`src/lst_pkg.sv`:
```
// lst_pkg: shared types, constants and helpers of the logical interface slot table
// depends on nothing; used by every module of the block except lst_ram
package lst_pkg;

   // fixed field widths of the channels
   localparam int LIN_W = 10;
   localparam int GRP_W = 5;
   localparam int OP_W = 2;
   localparam int REQ_DATA_W = 16;
   localparam int RSP_DATA_W = 16;

   // bitmap word layout
   localparam int WORD_W = 32;
   localparam int WORD_LOG = 5;

   // defaults for the top-level parameters
   localparam int DEF_SLOT_COUNT = 1024;
   localparam int DEF_FIRST_SLOT = 1;

   // reset value of the invalid group code register
   localparam logic [GRP_W-1:0] INVALID_RESET = 5'd31;

   // depth of the command queue between front and back
   localparam int QUEUE_DEPTH = 2;

   typedef enum logic [OP_W-1:0] {
      OP_ALLOC   = 2'd0,
      OP_RELEASE = 2'd1,
      OP_SET     = 2'd2,
      OP_GET     = 2'd3
   } op_type;

   // classified command as it travels through the queue
   typedef struct packed {
      op_type           op;
      logic [LIN_W-1:0] lin_id;
      logic [GRP_W-1:0] group_id;
      logic             in_range;
   } cmd_type;

   // queue head as seen by the back end
   typedef struct packed {
      logic    valid;
      cmd_type cmd;
   } queue_head_type;

   // result beat layout: status, slot_out, group_out from bit 0 up
   function automatic logic [RSP_DATA_W-1:0] pack_rsp(input logic status,
                                                       input logic [LIN_W-1:0] slot,
                                                       input logic [GRP_W-1:0] group);
      pack_rsp = {group, slot, status};
   endfunction

endpackage

```
`src/lst_cmd_queue.sv`:
```
// lst_cmd_queue: short command queue that decouples the front end from the back end
// depends on lst_pkg
module lst_cmd_queue (
   input  logic                    clock,
   input  logic                    reset,
   input  logic                    push,
   input  lst_pkg::cmd_type        push_cmd,
   output logic                    full,
   input  logic                    pop,
   output lst_pkg::queue_head_type head
);

   localparam int DEPTH = lst_pkg::QUEUE_DEPTH;
   localparam int PTR_W = (DEPTH > 1) ? $clog2(DEPTH) : 1;

   lst_pkg::cmd_type entry_ff [DEPTH];
   logic [PTR_W-1:0] wr_ptr_ff, wr_ptr_in;
   logic [PTR_W-1:0] rd_ptr_ff, rd_ptr_in;
   logic [PTR_W:0]   count_ff, count_in;

   assign full       = (count_ff == (PTR_W+1)'(DEPTH));
   assign head.valid = (count_ff != '0);
   assign head.cmd   = entry_ff[rd_ptr_ff];

   // pointer and fill count update
   always_comb begin
      wr_ptr_in = wr_ptr_ff;
      rd_ptr_in = rd_ptr_ff;
      count_in  = count_ff;
      if (push) begin
         wr_ptr_in = (wr_ptr_ff == PTR_W'(DEPTH - 1)) ? '0 : wr_ptr_ff + PTR_W'(1);
      end
      if (pop) begin
         rd_ptr_in = (rd_ptr_ff == PTR_W'(DEPTH - 1)) ? '0 : rd_ptr_ff + PTR_W'(1);
      end
      if (push && !pop) begin
         count_in = count_ff + (PTR_W+1)'(1);
      end else if (pop && !push) begin
         count_in = count_ff - (PTR_W+1)'(1);
      end
   end

   always_ff @(posedge clock) begin
      if (reset) begin
         wr_ptr_ff <= '0;
         rd_ptr_ff <= '0;
         count_ff  <= '0;
      end else begin
         wr_ptr_ff <= wr_ptr_in;
         rd_ptr_ff <= rd_ptr_in;
         count_ff  <= count_in;
      end
   end

   // entry storage
   always_ff @(posedge clock) begin
      if (push) begin
         entry_ff[wr_ptr_ff] <= push_cmd;
      end
   end

endmodule

```
`config.mk`:
```
export PLATFORM = sky130hd
export DESIGN_NAME = lst_cmd_queue
export DESIGN_NICKNAME = d
export VERILOG_FILES = /design/src/lst_pkg.sv /design/src/lst_cmd_queue.sv
export SDC_FILE = /design/constraint.sdc
export NUM_CORES = 1
export LEC_CHECK = 0
export BUFFER_PORTS_ARGS = -buffer_cell sky130_fd_sc_hd__buf_2
export CORE_MARGIN = 4
export CORE_UTILIZATION = 30
export CTS_BUF_LIST = sky130_fd_sc_hd__clkbuf_8 sky130_fd_sc_hd__clkbuf_16
export DETAILED_ROUTE_END_ITERATION = 10
export PLACE_DENSITY = 0.54
export RECOVER_POWER = 50
export REMOVE_ABC_BUFFERS = 1
export SETUP_SLACK_MARGIN = 0.1
export SYNTH_ARGS = -nofsm -noshare
export SYNTH_HDL_FRONTEND = slang
export SYNTH_SLANG_ARGS = --single-unit
```
`constraint.sdc`:
```
create_clock -name clock -period 1.6 [get_ports clock]
set_clock_uncertainty 0.05 [all_clocks]
set_input_delay 0.24 -clock clock [delete_from_list [all_inputs] [get_ports clock]]
set_output_delay 0.24 -clock clock [all_outputs]
set_load 0.1 [all_outputs]
```
==> run_results.csv, run 1 <==
group,metric,value,unit
status,outcome,"finished with violations",
status,failed_checks,"setup timing",
floorplan,core_region_area,4790,um^2
worst_setup_path,start_kind,"flip-flop",
route,drt-wirelength-per-cell,13.9,um
clocking,cts_htree_levels,2,
job,cap_violations,0,
power_and_ir_drop,clockPowerShare,26.1,%
clocking,numCtsBuffers,5,
grt,grt_pass1_vias,850,
power_and_ir_drop,switchingPower,0.938,mW
synthesis,synth.cell_area,1510,um^2
sta,rsz0062_at_grt,"yes",
cells_and_area,syn2layout_area_growth,49.5,%
placement,place_congestion,0.593,
power_and_ir_drop,sw_frac_of_total,31.6,%
placement,post_dp_cell_area,2090,um^2
clocking,cts.clk_slew.worst_paths,0.07,ns
cells_and_area,final_cell_area,2260,um^2
worst_setup_path,cp_slowest_cell,"dfxtp_4",
cells_and_area,drive_gt1_share,50.4,%
route,first_pass_iters,4,
worst_setup_path,critical_path_peak_fanout,9,
grt,overflow,0,
synthesis,yosys-top-cells-area,"edfxtp_1 72%, mux2_2 13%, dfxtp_1 6.6%",
power_and_ir_drop,ir_drop,506,uV
grt,met1_usage,9.49,%
cells_and_area,finalNetCount,151,
sta,max_freq,615,MHz
sta,fin_ws,-0.0271,ns
worst_setup_path,crit_chain,"buf_12, mux2_2, buf_12",
sta,fin_crit_sh,102,%
worst_setup_path,cp_top_family,"flip-flops",
placement,dp_slack,0.208,ns
route,drc_errors,0,
synthesis,syn_area_per_cell,19.4,um^2
grt,grt.met2_usage,14.6,%
floorplan,initial_core_util,31.6,%
synthesis,synth_top_area_cell,"edfxtp_1",
worst_setup_path,critical_path.max_stage_delay,0.38,ns
sta,fin_tns_setup,-0.229,ns
floorplan,row_count,25,
grt,grt_max_degree,19,
floorplan,die-area,6230,um^2
grt,grt.busiest_layer,"met2",
clocking,cts_buffer_depth,2,
sta,slew_headroom,81.6,%
route,ant_nets,0,
sta,finalMaxSlewViolations,0,
synthesis,yosysSeqAreaShare,78.2,%
floorplan,fp.dieH,79.0,um
route,first_iter_violations,58,
cells_and_area,seq_area,1180,um^2
grt,grt_pass1_wl,4050,um
grt,grtUsageMet3,4.65,%
power_and_ir_drop,pwr-share-seq,42.7,%
clocking,cts_tree,"yes",
placement,portBuffers,41,
clocking,post-cts-setup-buffers,0,
clocking,root_buffer,"clkbuf_8",
synthesis,ys_seq_elements,41,
worst_setup_path,worst-path-buf-inv,2,
grt,grt_usage,8.76,%
route,vias,812,
worst_setup_path,cp.arrival,1.34,ns
sta,tightest_slew,0.279,ns
clocking,clk_latency,0.28,ns
route,via_per_inst,4.14,
synthesis,synth_top_area_share,71.6,%
power_and_ir_drop,p_leak,0.866,nW
sta,fin_crit,1.63,ns
sta,hold_viol,0,
placement,dp_hpwl,1850,um
power_and_ir_drop,p_int,2.03,mW
power_and_ir_drop,comb_power_share,31.1,%
cells_and_area,multi_input_area,345,um^2
worst_setup_path,required,1.31,ns
synthesis,yosysWarningCount,0,
floorplan,io_pins,42,
cells_and_area,fin_util,47.2,%
sta,setup_viol,16,
synthesis,synthCells,78,
worst_setup_path,end_kind,"output port",
worst_setup_path,cp_common_cell,"buf_12",
worst_setup_path,critical_path_class,"flip-flop to output port",
cells_and_area,n_antenna_cell,0,
grt,antenna_found_initial,0,
cells_and_area,nFillCells,423,
route,drt-total-wl,2730,um
power_and_ir_drop,powerDensity,1310,nW/um^2
synthesis,ys_types,17,
floorplan,fp.dieW,79.0,um
worst_hold_path,hold_path_class,"input pin to flip-flop",
clocking,cts_sinks,41,
## through the flow
stage	total power [mW]	hold slack [ns]	instances
global placement	2.17	0.381	187
finish	2.97	0.0941	196
floorplan	1.86	0.259	76
detailed placement	2.18	0.383	187
CTS	2.98	0.0780	195
global route	3.09	0.0731	196
## cells in the mapped netlist
cell type  instances
xnor2_1            2
nor2_1             4
o21ai_0            1
inv_1              1
ha_1               1
buf_6              1
nor2b_1            1
xor2_1             2
and2b_2            1
edfxtp_1          36
or3_1              1
buf_2              1
or2_2              1
a21oi_1            1
mux2_2            18
and2_1             1
dfxtp_1            5
## repair_timing
item / in CTS / in global routing
setup endpoints to repair: 20 / 19
hold buffers: 0 / 0
gates cloned: 0 / 1
resized for setup: 5 / 9
## worst reg2reg max path, stage by stage (launching register included)
cell and delay (ns):
dfxtp_1 0.37, and2_1 0.14, buf_4 0.27
## registers in the layout, indices dropped and copies added (netlist names), named ones only
register   cells
count_ff       2
entry_ff      36
rd_ptr_ff      1
wr_ptr_ff      1
## power by group through the flow
stage / clock network (mW) / registers [mW] / logic (mW)
global route: 0.857 / 1.28 / 0.953
CTS: 0.809 / 1.27 / 0.905
finish: 0.776 / 1.27 / 0.925
global placement: 0 / 1.29 / 0.884
floorplan: 0 / 1.29 / 0.563
detailed placement: 0 / 1.29 / 0.891
## cell usage in the layout (no fill, tap or decap), types with 2 or more instances in the layout
| cell | n |
|---|---|
| clkbuf_8 | 5 |
| mux2_4 | 9 |
| inv_1 | 2 |
| clkbuf_1 | 8 |
| xnor2_1 | 2 |
| dfxtp_1 | 4 |
| buf_12 | 19 |
| buf_2 | 13 |
| buf_4 | 3 |
| mux2_2 | 9 |
| xor2_1 | 2 |
| nor2_1 | 4 |
| edfxtp_1 | 36 |
## kinds of logic after synthesis
| logic type | synth area share [%] |
|---|---|
| AO/OA/AOI/OAI | 0.662 |
| AND/OR/NAND/NOR | 3.23 |
| XOR/XNOR | 2.32 |
| multiplexers | 13.4 |
| buffers and inverters | 1.32 |
| adder cells (fa/ha/maj) | 0.828 |
| flip-flops | 78.2 |
## worst paths after layout
path | from | depth (start not counted) | to | slack, ns
hold reg to reg | count_ff[1] | 2 | count_ff[1] | 0.46
setup / recovery | flip-flop | 3 | head[5] | -0.03
hold / removal | push_cmd[6] | 1 | entry_ff[1][6] | 0.09
setup reg to reg | wr_ptr_ff | 2 | entry_ff[1][1] | 0.45
## layer usage
layer,part of all wire (%),vias to the layer above
li1,-,391
met1,40,385
met2,50,31
met3,9.3,5
met4,1.2,0
met5,0,-
## area by class of cell
type | count | share of cell area, %
flip-flops and latches | 41 | 52.5
repair buffers | 45 | 23.7
multi-input cells | 34 | 15.3
clock buffers | 5 | 3.05
inverters | 1 | 0.166
well taps | 67 | 3.71
clock inverters | 3 | 1.66
No activity file was read; power rests on OpenSTA's default activity.
==> inputs of run 2 (changes only) <==
--- a/config.mk
+++ b/config.mk
@@ -10,7 +10,7 @@
 export CORE_UTILIZATION = 30
 export CTS_BUF_LIST = sky130_fd_sc_hd__clkbuf_8 sky130_fd_sc_hd__clkbuf_16
 export DETAILED_ROUTE_END_ITERATION = 10
-export PLACE_DENSITY = 0.54
+export PLACE_DENSITY = 0.52
 export RECOVER_POWER = 50
 export REMOVE_ABC_BUFFERS = 1
 export SETUP_SLACK_MARGIN = 0.1
==> constraint.sdc (replaced) <==
create_clock -name clock -period 1.5 [get_ports clock]
set_clock_uncertainty 0.05 [all_clocks]
set_input_delay 0.225 -clock clock [delete_from_list [all_inputs] [get_ports clock]]
set_output_delay 0.225 -clock clock [all_outputs]
set_load 0.1 [all_outputs]
==> run_results.csv, run 2 (synthesis gave the netlist of run 1 again) <==
group,metric,value,unit
status,outcome,"finished with violations",
status,failed_checks,"setup timing",
clocking,numCtsBuffers,5,
cells_and_area,top_regs,"entry_ff (36), count_ff (2)",
cells_and_area,finalNetCount,155,
worst_setup_path,start_kind,"flip-flop",
route,drt-total-wl,2760,um
sta,whs,0.0827,ns
clocking,cts_buffer_depth,2,
cells_and_area,seq_area,1190,um^2
sta,fin_tns_setup,-0.950,ns
grt,grt_max_degree,13,
cells_and_area,fin_util,48.3,%
clocking,cts_htree_levels,2,
cells_and_area,final_cells,200,
route,drc_errors,0,
power_and_ir_drop,ir_drop,558,uV
grt,antenna_found_initial,0,
worst_setup_path,end_kind,"output port",
floorplan,fp.dieH,79.0,um
sta,fin_crit_sh,104,%
cells_and_area,top_register,"entry_ff",
worst_setup_path,cp.arrival,1.28,ns
worst_setup_path,critical_path_class,"flip-flop to output port",
route,vias,824,
cells_and_area,syn2layout_area_growth,53.1,%
clocking,clk_latency,0.28,ns
placement,place_congestion,0.694,
route,first_iter_violations,50,
sta,finalMaxSlewViolations,0,
cells_and_area,final_common_cell,"edfxtp_1",
sta,slew_headroom,87.6,%
floorplan,fp.dieW,79.0,um
power_and_ir_drop,p_leak,0.901,nW
floorplan,initial_core_util,31.6,%
placement,dpl.cell_count,192,
route,via_per_inst,4.12,
sta,rsz0062_at_grt,"yes",
floorplan,core_region_area,4790,um^2
floorplan,row_count,25,
sta,fin_crit,1.56,ns
sta,fin_ws,-0.0596,ns
job,cap_violations,0,
clocking,cts_tree,"yes",
grt,grt_pass1_wl,4380,um
cells_and_area,drive_gt1_share,50.4,%
cells_and_area,n_antenna_cell,0,
power_and_ir_drop,powerDensity,1320,nW/um^2
placement,portBuffers,41,
cells_and_area,mostFrequentLayoutCells,"36 x edfxtp_1, 21 x buf_12, 18 x mux2_4",
worst_hold_path,hold_path_class,"input pin to flip-flop",
sta,hold_viol,0,
clocking,cts.clk_slew.worst_paths,0.07,ns
sta,tightest_slew,0.184,ns
grt,grt_pass1_vias,891,
grt,overflow,0,
worst_setup_path,critical_path_peak_fanout,8,
clocking,cts_sinks,41,
cells_and_area,multi_input_area,382,um^2
route,drt-wirelength-per-cell,13.8,um
route,first_pass_iters,2,
cells_and_area,nFillCells,429,
clocking,cts_hold_buf,0,
clocking,root_buffer,"clkbuf_8",
cells_and_area,largest_reg_flops,36,
placement,dp_slack,0.143,ns
sta,max_freq,641,MHz
route,ant_nets,0,
floorplan,die-area,6230,um^2
placement,dp_hpwl,2120,um
floorplan,io_pins,42,
worst_setup_path,required,1.22,ns
sta,setup_viol,18,
clocking,post-cts-setup-buffers,0,
grt,grt_usage,9.30,%
run 2: critical path, stage by stage (launching register included):
cell	delay, ns
dfxtp_4	0.38
buf_12	0.14
mux2_4	0.32
buf_12	0.17
run 2: where the power goes:
group          switching (mW)  internal [mW]
clock network           0.337          0.313
logic                   0.638          0.407
registers              0.0302           1.33
total                    1.01           2.05
run 2: what timing repair did:
| action | in CTS | in global routing |
|---|---|---|
| gates resized for setup | 26 | 2 |
| pin swaps | 0 | 0 |
| endpoints found under the setup margin | 19 | 19 |
run 2: metal layers:
metal | GRT usage [%] | share of wire (%)
met1 | 11.6 | 44
met2 | 14.8 | 48
met3 | 3.97 | 7.1
met4 | 2.58 | 0.43
met5 | 0 | 0
run 2: final timing paths:
check | from | end | slack (ns) | cells past startpoint
hold / removal | push_cmd[12] | entry_ff[0][12] | 0.08 | 1
setup reg to reg | wr_ptr_ff | entry_ff[1][5] | 0.41 | 2
setup / recovery | flip-flop | head[6] | -0.06 | 3
hold reg to reg | count_ff[1] | count_ff[1] | 0.47 | 2
run 2: cell type report:
type                            count  share of cell area, %
Sequential cell                    41                   51.3
Timing Repair Buffer               49                   24.9
Multi-Input combinational cell     34                   16.5
Tap cell                           67                   3.63
Clock buffer                        5                   2.98
Clock inverter                      3                  0.541
Inverter                            1                  0.162
run 2: metrics by stage:
stage	total power, mW	area (um^2)
detailed placement	2.38	2150
global placement	2.36	2150
finish	3.05	2310
floorplan	1.98	1490
global route	3.18	2310
CTS	3.10	2320
